--- src/sv/gdn_pkg.sv ---
// shared types, constants and calendar helpers for the day number unit
`default_nettype none
package gdn_pkg;

  localparam int unsigned DN_W = 25;

  localparam int unsigned DAYS_400   = 146097;
  localparam int unsigned DAYS_100   = 36524;
  localparam int unsigned DAYS_4     = 1461;
  localparam int unsigned DAYS_1     = 365;
  localparam int unsigned RECIP_100  = 5243;
  localparam int unsigned RECIP_400C = 29398;
  localparam int unsigned RECIP_4C   = 717;

  typedef enum logic [2:0] {
    OP_LEAP  = 3'd0,
    OP_ORD   = 3'd1,
    OP_DNUM  = 3'd2,
    OP_MINUS = 3'd3,
    OP_PLUS  = 3'd4,
    OP_DIST  = 3'd5,
    OP_CMP   = 3'd6,
    OP_BAD   = 3'd7
  } op_t;

  typedef enum logic [1:0] {
    ST_OK    = 2'd0,
    ST_BAD   = 2'd1,
    ST_RANGE = 2'd2
  } status_t;

  typedef enum logic [1:0] {
    ORD_EQ = 2'd0,
    ORD_A  = 2'd1,
    ORD_B  = 2'd2
  } order_t;

  typedef struct packed {
    op_t         op;
    status_t     status;
    logic        is_leap;
    logic [8:0]  day_of_year;
    logic [21:0] day_number;
    logic [21:0] distance;
    order_t      order;
  } carry_t;

  function automatic logic [4:0] month_len(input logic [3:0] m, input logic leap);
    case (m)
      4'd4, 4'd6, 4'd9, 4'd11: month_len = 5'd30;
      4'd2: month_len = leap ? 5'd29 : 5'd28;
      default: month_len = 5'd31;
    endcase
  endfunction

  function automatic logic [8:0] month_start(input logic [3:0] m, input logic leap);
    logic [8:0] s;
    case (m)
      4'd2: s = 9'd31;
      4'd3: s = 9'd59;
      4'd4: s = 9'd90;
      4'd5: s = 9'd120;
      4'd6: s = 9'd151;
      4'd7: s = 9'd181;
      4'd8: s = 9'd212;
      4'd9: s = 9'd243;
      4'd10: s = 9'd273;
      4'd11: s = 9'd304;
      4'd12: s = 9'd334;
      default: s = 9'd0;
    endcase
    month_start = (leap && m >= 4'd3) ? s + 9'd1 : s;
  endfunction

endpackage
`default_nettype wire

--- src/sv/gregorian_day_number_unit.sv ---
// gregorian_day_number_unit: pipelined calendar conversion, compare and shift unit
//
//  channel  | handshake      | fields
//  ---------+----------------+-----------------------------------------------------
//  command  | start / busy   | opcode day_a month_a year_a day_b month_b year_b offset_days
//  result   | done           | is_leap day_of_year day_number out_day out_month out_year
//           |                | distance order status
//
// twelve register stages, one transaction per cycle
// the depth is set by the day number to date conversion (two reciprocal multiply,
// product subtract and correction rounds)
// busy stays low; synchronous reset empties the pipeline
`default_nettype none
module gregorian_day_number_unit import gdn_pkg::*; #(
  parameter int unsigned MAX_YEAR = 9999
) (
  input  wire         clk,
  input  wire         rst,
  input  wire         start,
  output logic        busy,
  input  wire  [2:0]  opcode,
  input  wire  [4:0]  day_a,
  input  wire  [3:0]  month_a,
  input  wire  [13:0] year_a,
  input  wire  [4:0]  day_b,
  input  wire  [3:0]  month_b,
  input  wire  [13:0] year_b,
  input  wire  [21:0] offset_days,
  output logic        done,
  output logic        is_leap,
  output logic [8:0]  day_of_year,
  output logic [21:0] day_number,
  output logic [4:0]  out_day,
  output logic [3:0]  out_month,
  output logic [13:0] out_year,
  output logic [21:0] distance,
  output logic [1:0]  order,
  output logic [1:0]  status
);

  localparam int unsigned LAST_DN =
    MAX_YEAR * 365 + MAX_YEAR / 4 - MAX_YEAR / 100 + MAX_YEAR / 400 - 1;

  assign busy = 1'b0;

  logic [10:0] v;

  // stage 1
  logic [2:0]  op1;
  logic [4:0]  d1 [2];
  logic [3:0]  m1 [2];
  logic [13:0] y1 [2];
  logic [21:0] k1;
  logic [22:0] p365_1 [2];
  logic [11:0] q4_1 [2];
  logic [26:0] pq100_1 [2];
  logic [24:0] pq400_1 [2];
  logic [26:0] yq100_1 [2];

  // stage 2
  logic [2:0]  op2;
  logic [21:0] k2;
  status_t     st2;
  logic        leap2;
  logic [8:0]  ord2 [2];
  logic [22:0] p365_2 [2];
  logic [11:0] q4_2 [2];
  logic [7:0]  q100_2 [2];
  logic [5:0]  q400_2 [2];

  // stage 3
  logic [2:0]    op3;
  logic [21:0]   k3;
  status_t       st3;
  logic          leap3;
  logic [8:0]    ord3;
  logic [DN_W-1:0] n3 [2];

  // stage 4 onward
  carry_t          cy [8];
  logic [DN_W-1:0] t4;

  logic [39:0]     prod5;
  logic [DN_W-1:0] t5;
  logic [7:0]      q6;
  logic [18:0]     r6;
  logic [7:0]      q7;
  logic [1:0]      c100_7;
  logic [15:0]     r7;
  logic [7:0]      q8;
  logic [1:0]      c100_8;
  logic [15:0]     r8;
  logic [25:0]     prod8;
  logic [7:0]      q9;
  logic [1:0]      c100_9;
  logic [4:0]      c4_9;
  logic [11:0]     r9;
  logic [7:0]      q10;
  logic [1:0]      c100_10;
  logic [4:0]      c4_10;
  logic [10:0]     r10;
  logic [16:0]     y11;
  logic            leap11;
  logic [8:0]      r11;

  always_ff @(posedge clk) begin
    if (rst) begin
      v <= '0;
    end else begin
      v <= {v[9:0], start & ~busy};
    end
  end

  // stage 1: products for day number and leap test
  logic [4:0]  din [2];
  logic [3:0]  min [2];
  logic [13:0] yin [2];
  assign din[0] = day_a;
  assign din[1] = day_b;
  assign min[0] = month_a;
  assign min[1] = month_b;
  assign yin[0] = year_a;
  assign yin[1] = year_b;

  always_ff @(posedge clk) begin
    op1 <= opcode;
    k1  <= offset_days;
    for (int i = 0; i < 2; i++) begin
      d1[i]      <= din[i];
      m1[i]      <= min[i];
      y1[i]      <= yin[i];
      p365_1[i]  <= 23'(yin[i] - 14'd1) * 23'(DAYS_1);
      q4_1[i]    <= 12'((yin[i] - 14'd1) >> 2);
      pq100_1[i] <= 27'(yin[i] - 14'd1) * 27'(RECIP_100);
      pq400_1[i] <= 25'((yin[i] - 14'd1) >> 2) * 25'(RECIP_100);
      yq100_1[i] <= 27'(yin[i]) * 27'(RECIP_100);
    end
  end

  // stage 2: leap, validity, ordinal
  logic [1:0] leap_c, ok_c;
  logic [8:0] ord_c [2];
  always_comb begin
    for (int i = 0; i < 2; i++) begin
      logic [7:0] cq;
      logic       is100;
      cq        = yq100_1[i][26:19];
      is100     = ({1'b0, y1[i]} == 15'(cq * 15'd100));
      leap_c[i] = (y1[i][1:0] == 2'd0) && (!is100 || cq[1:0] == 2'd0);
      ok_c[i]   = (m1[i] >= 4'd1) && (m1[i] <= 4'd12) && (y1[i] != 14'd0) &&
                  ({2'b0, y1[i]} <= 16'(MAX_YEAR)) && (d1[i] != 5'd0) &&
                  (d1[i] <= month_len(m1[i], leap_c[i]));
      ord_c[i]  = month_start(m1[i], leap_c[i]) + 9'(d1[i]);
    end
  end

  always_ff @(posedge clk) begin
    op2   <= op1;
    k2    <= k1;
    leap2 <= leap_c[0];
    if (op1 == OP_BAD || !ok_c[0] || ((op1 == OP_DIST || op1 == OP_CMP) && !ok_c[1])) begin
      st2 <= ST_BAD;
    end else begin
      st2 <= ST_OK;
    end
    for (int i = 0; i < 2; i++) begin
      ord2[i]   <= ord_c[i];
      p365_2[i] <= p365_1[i];
      q4_2[i]   <= q4_1[i];
      q100_2[i] <= pq100_1[i][26:19];
      q400_2[i] <= pq400_1[i][24:19];
    end
  end

  // stage 3: day numbers
  always_ff @(posedge clk) begin
    op3   <= op2;
    k3    <= k2;
    st3   <= st2;
    leap3 <= leap2;
    ord3  <= ord2[0];
    for (int i = 0; i < 2; i++) begin
      n3[i] <= DN_W'(p365_2[i]) + DN_W'(q4_2[i]) - DN_W'(q100_2[i]) +
               DN_W'(q400_2[i]) + DN_W'(ord2[i]) - DN_W'(1);
    end
  end

  // stage 4: shift, distance, order, result selection
  logic [DN_W:0]   sum4;
  logic [DN_W-1:0] dif4;
  logic            oor4;
  carry_t          c4n;
  always_comb begin
    sum4 = {1'b0, n3[0]} + (DN_W + 1)'(k3);
    dif4 = n3[0] - DN_W'(k3);
    oor4 = (op3 == OP_MINUS) ? (DN_W'(k3) > n3[0]) : (sum4 > (DN_W + 1)'(LAST_DN));
    c4n  = '0;
    c4n.op = op_t'(op3);
    if (st3 != ST_OK) begin
      c4n.status = st3;
    end else if ((op3 == OP_MINUS || op3 == OP_PLUS) && oor4) begin
      c4n.status = ST_RANGE;
    end else begin
      c4n.status = ST_OK;
      case (op_t'(op3))
        OP_LEAP: c4n.is_leap = leap3;
        OP_ORD:  c4n.day_of_year = ord3;
        OP_DNUM: c4n.day_number = n3[0][21:0];
        OP_DIST: begin
          if (n3[0] >= n3[1]) begin
            c4n.distance = 22'(n3[0] - n3[1]);
          end else begin
            c4n.distance = 22'(n3[1] - n3[0]);
          end
        end
        OP_CMP: begin
          if (n3[0] < n3[1]) begin
            c4n.order = ORD_A;
          end else if (n3[0] > n3[1]) begin
            c4n.order = ORD_B;
          end else begin
            c4n.order = ORD_EQ;
          end
        end
        default: c4n.is_leap = 1'b0;
      endcase
    end
  end

  always_ff @(posedge clk) begin
    cy[0] <= c4n;
    t4    <= (op3 == OP_MINUS) ? dif4 : sum4[DN_W-1:0];
    for (int i = 1; i < 8; i++) begin
      cy[i] <= cy[i-1];
    end
  end

  // stages 5 to 11: day number back to year and day of year
  logic [25:0] r6c;
  logic        corr7;
  logic [17:0] rc7;
  logic [1:0]  c100c;
  logic [15:0] r9c;
  logic [1:0]  c1c;
  always_comb begin
    r6c   = 26'(t5) - 26'(prod5[39:32]) * 26'(DAYS_400);
    corr7 = (r6 >= 19'(DAYS_400));
    rc7   = corr7 ? 18'(r6 - 19'(DAYS_400)) : r6[17:0];
    if (rc7 >= 18'(3 * DAYS_100)) begin
      c100c = 2'd3;
    end else if (rc7 >= 18'(2 * DAYS_100)) begin
      c100c = 2'd2;
    end else if (rc7 >= 18'(DAYS_100)) begin
      c100c = 2'd1;
    end else begin
      c100c = 2'd0;
    end
    r9c = r8 - 16'(prod8[24:20]) * 16'(DAYS_4);
    if (r10 >= 11'(3 * DAYS_1)) begin
      c1c = 2'd3;
    end else if (r10 >= 11'(2 * DAYS_1)) begin
      c1c = 2'd2;
    end else if (r10 >= 11'(DAYS_1)) begin
      c1c = 2'd1;
    end else begin
      c1c = 2'd0;
    end
  end

  always_ff @(posedge clk) begin
    prod5   <= 40'(t4) * 40'(RECIP_400C);
    t5      <= t4;
    q6      <= prod5[39:32];
    r6      <= r6c[18:0];
    q7      <= q6 + 8'(corr7);
    c100_7  <= c100c;
    r7      <= 16'(rc7 - 18'(c100c) * 18'(DAYS_100));
    q8      <= q7;
    c100_8  <= c100_7;
    r8      <= r7;
    prod8   <= 26'(r7) * 26'(RECIP_4C);
    q9      <= q8;
    c100_9  <= c100_8;
    c4_9    <= prod8[24:20];
    r9      <= r9c[11:0];
    q10     <= q9;
    c100_10 <= c100_9;
    if (r9 >= 12'(DAYS_4)) begin
      c4_10 <= c4_9 + 5'd1;
      r10   <= 11'(r9 - 12'(DAYS_4));
    end else begin
      c4_10 <= c4_9;
      r10   <= r9[10:0];
    end
    y11    <= 17'(q10) * 17'd400 + 17'(c100_10) * 17'd100 + 17'(c4_10) * 17'd4 +
              17'(c1c) + 17'd1;
    leap11 <= (c1c == 2'd3) && (c4_10 != 5'd24 || c100_10 == 2'd3);
    r11    <= 9'(r10 - 11'(c1c) * 11'(DAYS_1));
  end

  // stage 12: month and day, output registers
  logic [3:0] mon12;
  logic [8:0] dd12;
  always_comb begin
    mon12 = 4'd1;
    for (int mm = 2; mm <= 12; mm++) begin
      if (r11 >= month_start(4'(mm), leap11)) begin
        mon12 = 4'(mm);
      end
    end
    dd12 = r11 - month_start(mon12, leap11) + 9'd1;
  end

  logic shift_ok;
  assign shift_ok = (cy[7].status == ST_OK) && (cy[7].op == OP_MINUS || cy[7].op == OP_PLUS);

  always_ff @(posedge clk) begin
    if (rst) begin
      done <= 1'b0;
    end else begin
      done <= v[10];
    end
    is_leap     <= cy[7].is_leap;
    day_of_year <= cy[7].day_of_year;
    day_number  <= cy[7].day_number;
    distance    <= cy[7].distance;
    order       <= cy[7].order;
    status      <= cy[7].status;
    out_day     <= shift_ok ? dd12[4:0] : 5'd0;
    out_month   <= shift_ok ? mon12 : 4'd0;
    out_year    <= shift_ok ? y11[13:0] : 14'd0;
  end

`ifndef SYNTHESIS
  a_latency: assert property (@(posedge clk) disable iff (rst) start |-> ##12 done)
    else $error("transaction lost in pipeline");
  a_no_ghost: assert property (@(posedge clk) disable iff (rst) done |-> $past(start, 12))
    else $error("result without transaction");
  a_err_zero: assert property (@(posedge clk) disable iff (rst)
    done && status != ST_OK |-> out_day == 5'd0 && out_month == 4'd0 && day_number == 22'd0)
    else $error("error result carries data");
  a_date_ok: assert property (@(posedge clk) disable iff (rst)
    done && out_month != 4'd0 |-> out_day != 5'd0 && out_month <= 4'd12 && out_year != 14'd0)
    else $error("shifted date malformed");
`endif

endmodule
`default_nettype wire

--- config.mk ---
export PLATFORM = sky130hd
export DESIGN_NAME = gregorian_day_number_unit
export DESIGN_NICKNAME = d
export VERILOG_FILES = /design/src/sv/gdn_pkg.sv /design/src/sv/gregorian_day_number_unit.sv
export SDC_FILE = /design/constraint.sdc
export NUM_CORES = 2
export LEC_CHECK = 0
export BUFFER_PORTS_ARGS = -buffer_cell sky130_fd_sc_hd__buf_2
export CORE_ASPECT_RATIO = 1.4
export CORE_MARGIN = 1.5
export CORE_UTILIZATION = 60
export DETAILED_ROUTE_END_ITERATION = 8
export PLACE_DENSITY = 0.77
export REMOVE_ABC_BUFFERS = 1
export SLEW_MARGIN = 20
export SYNTH_ARGS = -nofsm -noshare
export SYNTH_HDL_FRONTEND = slang
export SYNTH_SLANG_ARGS = --single-unit
--- constraint.sdc ---
create_clock -name clk -period 14.3 [get_ports clk]
set_input_delay 1.43 -clock clk [delete_from_list [all_inputs] [get_ports clk]]
set_output_delay 1.43 -clock clk [all_outputs]
set_load 0.005 [all_outputs]
---- Word level (Yosys, flattened, before mapping) ----
Memory sizes are Yosys's and may differ from the RTL's.
Index checks and enable logic that the tools add are counted.
word-level totals
  flip-flop bits (word level) ............. 441
  bits in writable memories ............... 928
  ROM bits ................................ 432
  output and inout port bits .............. 83
  logic and storage cells ................. 279
  memories kept ........................... 18
cells by class
  $add $sub $neg .......................... 41
  multipliers ............................. 18
  magnitude comparators ................... 35
  equal/unequal tests ..................... 26
  muxes and demuxes ....................... 52
  reduce and logical (&&, ||, !) cells .... 44
memories
  memory            depth  bits a word  rd ports  clocked after Yosys merged registers in  wr ports  RTL line                         RTL
  cy                8      61           8         0                                        8         gregorian_day_number_unit.sv:80  carry_t cy [8];
  (name not given)  16     9            1         0                                        0         gdn_pkg.sv:58                    case (m)
  (name not given)  16     9            1         0                                        0         gdn_pkg.sv:58
  (name not given)  16     9            1         0                                        0         gdn_pkg.sv:58
  pq100_1           2      27           2         0                                        2         gregorian_day_number_unit.sv:56  logic [26:0] pq100_1 [2];
  yq100_1           2      27           2         0                                        2         gregorian_day_number_unit.sv:58  logic [26:0] yq100_1 [2];
  12 more memories  -      -            -         -                                        -         -
operator list
  cell                    number
  $mux 56                 2
  $sub 14x1->15 const B   6
  $mux 22                 3
  $mul 14x13->27 const B  2
  $mul 15x14->27 const B  2
  $add 25x6->25           2
  $add 25x9->25           2
  $mul 23x13->25 const B  2
  $sub 24x8->25           2
  $sub 25x1->25 const B   2
  $add 23x12->24          2
  $mul 15x10->23 const B  2
  $mux 4                  11
  $sub 22x22->22          2
  $mul 25x14->39 const B  1
  $ge 18x17->1 const B    2
  $ge 9x8->1              4
  $eq 14x15->1            2
  $le 14x14->1 const B    2
  $reduce_bool 14->1      2
  $sub 14x1->14 const B   2
  $ge 9x9->1              3
  $mux 9                  3
  $add 25x22->26          1
  66 further kinds        152

---- Logic depth before layout (Yosys ltp) ----
  depth after elaboration ................. 17
  gate-level depth with buffers ........... 31

---- Least setup slack after synthesis ----
Ideal clock, no wire load.
  kind .................................... input port to flip-flop
  start ................................... input port year_a[0]
  end ..................................... memory pq100_1[0][25]
  setup time .............................. 0.072 ns
  arrival time ............................ 9.758 ns
  data required time ...................... 14.228 ns
  slack ................................... 4.470 ns
  stages .................................. 27
  path buffers ............................ 1
  path through ............................ inv_1 > ha_1 > nor2b_1 > o21ai_0 > nand4_1 > a21oi_1 > o21a_1 > clkbuf_1 > inv_1 > fa_1 > fa_1 > inv_1 > fa_1 > fa_1 > inv_1 > fa_1 > inv_1 > ha_1 > a2111oi_0 > o21ba_2 > o2111ai_1 > and3_1 > o31a_1 > o21a_1 > or2_2 > a21oi_1 > xnor2_1
RTL lines
  element      RTL line                         RTL
  from (decl)  gregorian_day_number_unit.sv:24  input wire [13:0] year_a,
  to (decl)    gregorian_day_number_unit.sv:56

==> impl_metrics.yaml <==
clocking:
  clkTransAtPathRegs_ns: 0.07
  cts_resized: 0
  post_cts_buffers: 0
  hold_buffers: 0
  root_buffer: "clkbuf_16"
  cts-buffers-inserted: 109
  cts_tree: "built"
  clockBufferDepth: 3
  cts_sinks: 1204
  ctsHtreeMaxLevel: 3
  clock_latency_ns: 0.76
detailed_routing:
  drt-initial-drc-count: 2032
  ant_nets: 0
  wl_met3_um: 5320
  num_vias: 50500
  via_per_inst: 5.25
  drc: 0
  first_pass_iters: 5
  wl_met1_um: 63300
  routed_wl_um: 168000
  wl_per_cell_um: 17.5
  wl_met2_um: 89500
  routed.top_layer: "met5"
global_route:
  overflow: 0
  track_usage_pct: 25.7
  grt_max_degree: 33
  antenna_found_initial: 5
  grt_pass1_wl_um: 275000
  grt_pass1_vias: 54800
layout:
  fin_area_mm2: 0.0866
  layout.nets: 10000
  drive_gt1_share_pct: 5.75
  syn2layout_area_growth_pct: 8.84
  nFillCells: 10200
logic_synthesis:
  synthSimpleGateAreaFrac_pct: 6.27
  synthAdderAreaFrac_pct: 42.2
  avgSynthCellArea_um2: 10.5
  ys_seq_area_share_pct: 30.3
  netlist_instances: 7548
  synth_warnings: 0
  ys_async_sr_fraction_pct: 0
  synth_top_family_by_area: "adder cells"
  syn-cell-area_mm2: 0.0795
  synth_cell_types: 94
  synth_ff_type: "dfxtp_1"
  synth_mux_area_share_pct: 0.587
  synth-xor-area-share_pct: 4.88
  synth_compound_area_share_pct: 7.01
  synth_edf_count: 0
  ys_seq_elements: 1204
floorplanning:
  fp-row-count: 157
  chipHeight_um: 434
  core_mm2: 0.131
  start_util_pct: 60.6
  fp.dieArea_mm2: 0.135
  io_pins: 157
  die_w_um: 311
sta:
  fin_crit_sh_pct: 63.3
  period_needed_ns: 9.05
  max_freq_mhz: 110
  fin_skew_ns: 0.0616
  fin_hold_ws_ns: 0.294
  fin_tns_setup_ns: 0
  finalSetupViolations: 0
  slew_violations: 0
  tightest_slew_ns: 1.06
  setup_ws_ns: 5.25
  rsz0062_at_grt: "no"
  slew_headroom_pct: 29.3
  hold_viol: 0
place:
  postPlaceCellArea_mm2: 0.0825
  dp_slack_ns: 4.52
  dp_hpwl_um: 139000
  gp_congestion: 0.954
  port_buffers: 155
worst_setup_path:
  crit_path_end_kind: "flip-flop"
  r2r_end: "prod5[39]"
  cp-startpoint: "year_a[2]"
  crit_path_frequent_cell: "inv_1"
  start_kind: "input pin"
  critPathArrivalTime_ns: 9.71
  cp.required_ns: 14.96
  r2r-start: "t4[2]"
  r2r_setup_slack_ns: 7.78
  cp_max_fo: 9
  crit_end: "pq100_1[0][25]"
  crit_path_max_incr_delay_ns: 0.80
  rr_worst_depth: 21
  slowest_stage: "xnor2_1"
  critPathKind: "in -> reg"
job:
  cap_viol_max_count: 0
outcome:
  status: "complete, no violations"
hold_path:
  hold_path.class: "reg -> reg"
-- critical path: cells and delay by family --
family,cells,cell delay (ns)
adder cells (fa/ha/maj),8,3.30
AO/OA/AOI/OAI,9,2.03
buffers and inverters,7,1.20
XOR/XNOR,2,0.93
AND/OR/NAND/NOR,4,0.79
-- synth_stat cells, types with 15 or more instances --
cell type	n	area, µm²
o211ai_1	20	150
xor2_1	106	928
ha_1	1360	17000
and3_1	38	238
xnor2_1	333	2920
a21o_1	92	691
nand2b_1	41	257
nor2b_1	73	457
nand2_1	171	642
nand3_1	71	355
nor4_1	29	181
a31oi_1	26	163
or2_2	16	100
dfxtp_1	1204	24100
o21ai_0	181	906
clkbuf_1	46	173
nand3b_1	15	113
inv_1	1767	6630
o21bai_1	38	285
nor2_1	245	920
a21boi_0	22	165
mux2i_1	32	320
a211oi_1	35	263
fa_1	828	16600
o21a_1	54	405
nor3_1	106	531
and2_1	64	400
or3_1	32	200
a21oi_1	232	1160
nand4_1	34	213
-- worst min-delay path by stage --
stage,endpoint,start,cells past startpoint
after global routing,k2[6],k1[6],0
after CTS,k2[6],k1[6],0
after floorplan,c100_10[0],c100_9[0],0
after detailed placement,cy[0][105],cy[0][44],0
after global placement,cy[0][242],cy[0][181],0
final,k2[6],k1[6],0
-- cell families after synthesis --
logic type / Yosys count
AO/OA/AOI/OAI: 855
adder cells (fa/ha/maj): 2188
other: 1
multiplexers: 43
flip-flops: 1204
buffers and inverters: 1835
AND/OR/NAND/NOR: 981
XOR/XNOR: 441
-- flip-flops by register name, indices dropped and copies added (netlist names), 24 cells and up --
name / flops
t4: 25
y1: 28
cy: 488
n3: 50
p365_2: 46
q4_2: 24
q4_1: 24
p365_1: 46
-- metal layers --
layer	GRT usage (%)	vias up
met1	27.6	24600
met5	0	-
met3	2.69	434
met4	14.5	6
met2	49.0	994
li1	-	24500
-- metrics by stage --
step	instances	utilization (%)
2_1_floorplan	7482	-
3_3_place_gp	9421	62.9
3_5_place_dp	9421	62.9
4_1_cts	9624	66.0
5_1_grt	9624	66.0
6_report	9625	66.0
-- cell usage in the layout, fill, tap and decap left out, drive strengths merged, types with 128 or more instances in the layout --
cell and count:
ha 1360, xnor2 335, fa 828, clkbuf 128
nor2 245, inv 1783, o21ai 182, nand2 172
a21oi 232, dfxtp 1204, buf 190
-- area by class of cell --
cell class / count / area [µm²] / share of cell area, %
Sequential cell: 1204 / 24100 / 27.8
Clock inverter: 75 / 1100 / 1.27
Multi-Input combinational cell: 4509 / 48600 / 56.1
Timing Repair Buffer: 190 / 1040 / 1.20
Tap cell: 1749 / 2190 / 2.53
Clock buffer: 128 / 2930 / 3.38
Antenna cell: 1 / 2.50 / 0.00289
Inverter: 1769 / 6640 / 7.67
Power is not shown: default switching activity piles up to over one toggle a cycle in this logic, so the estimate is an artifact.
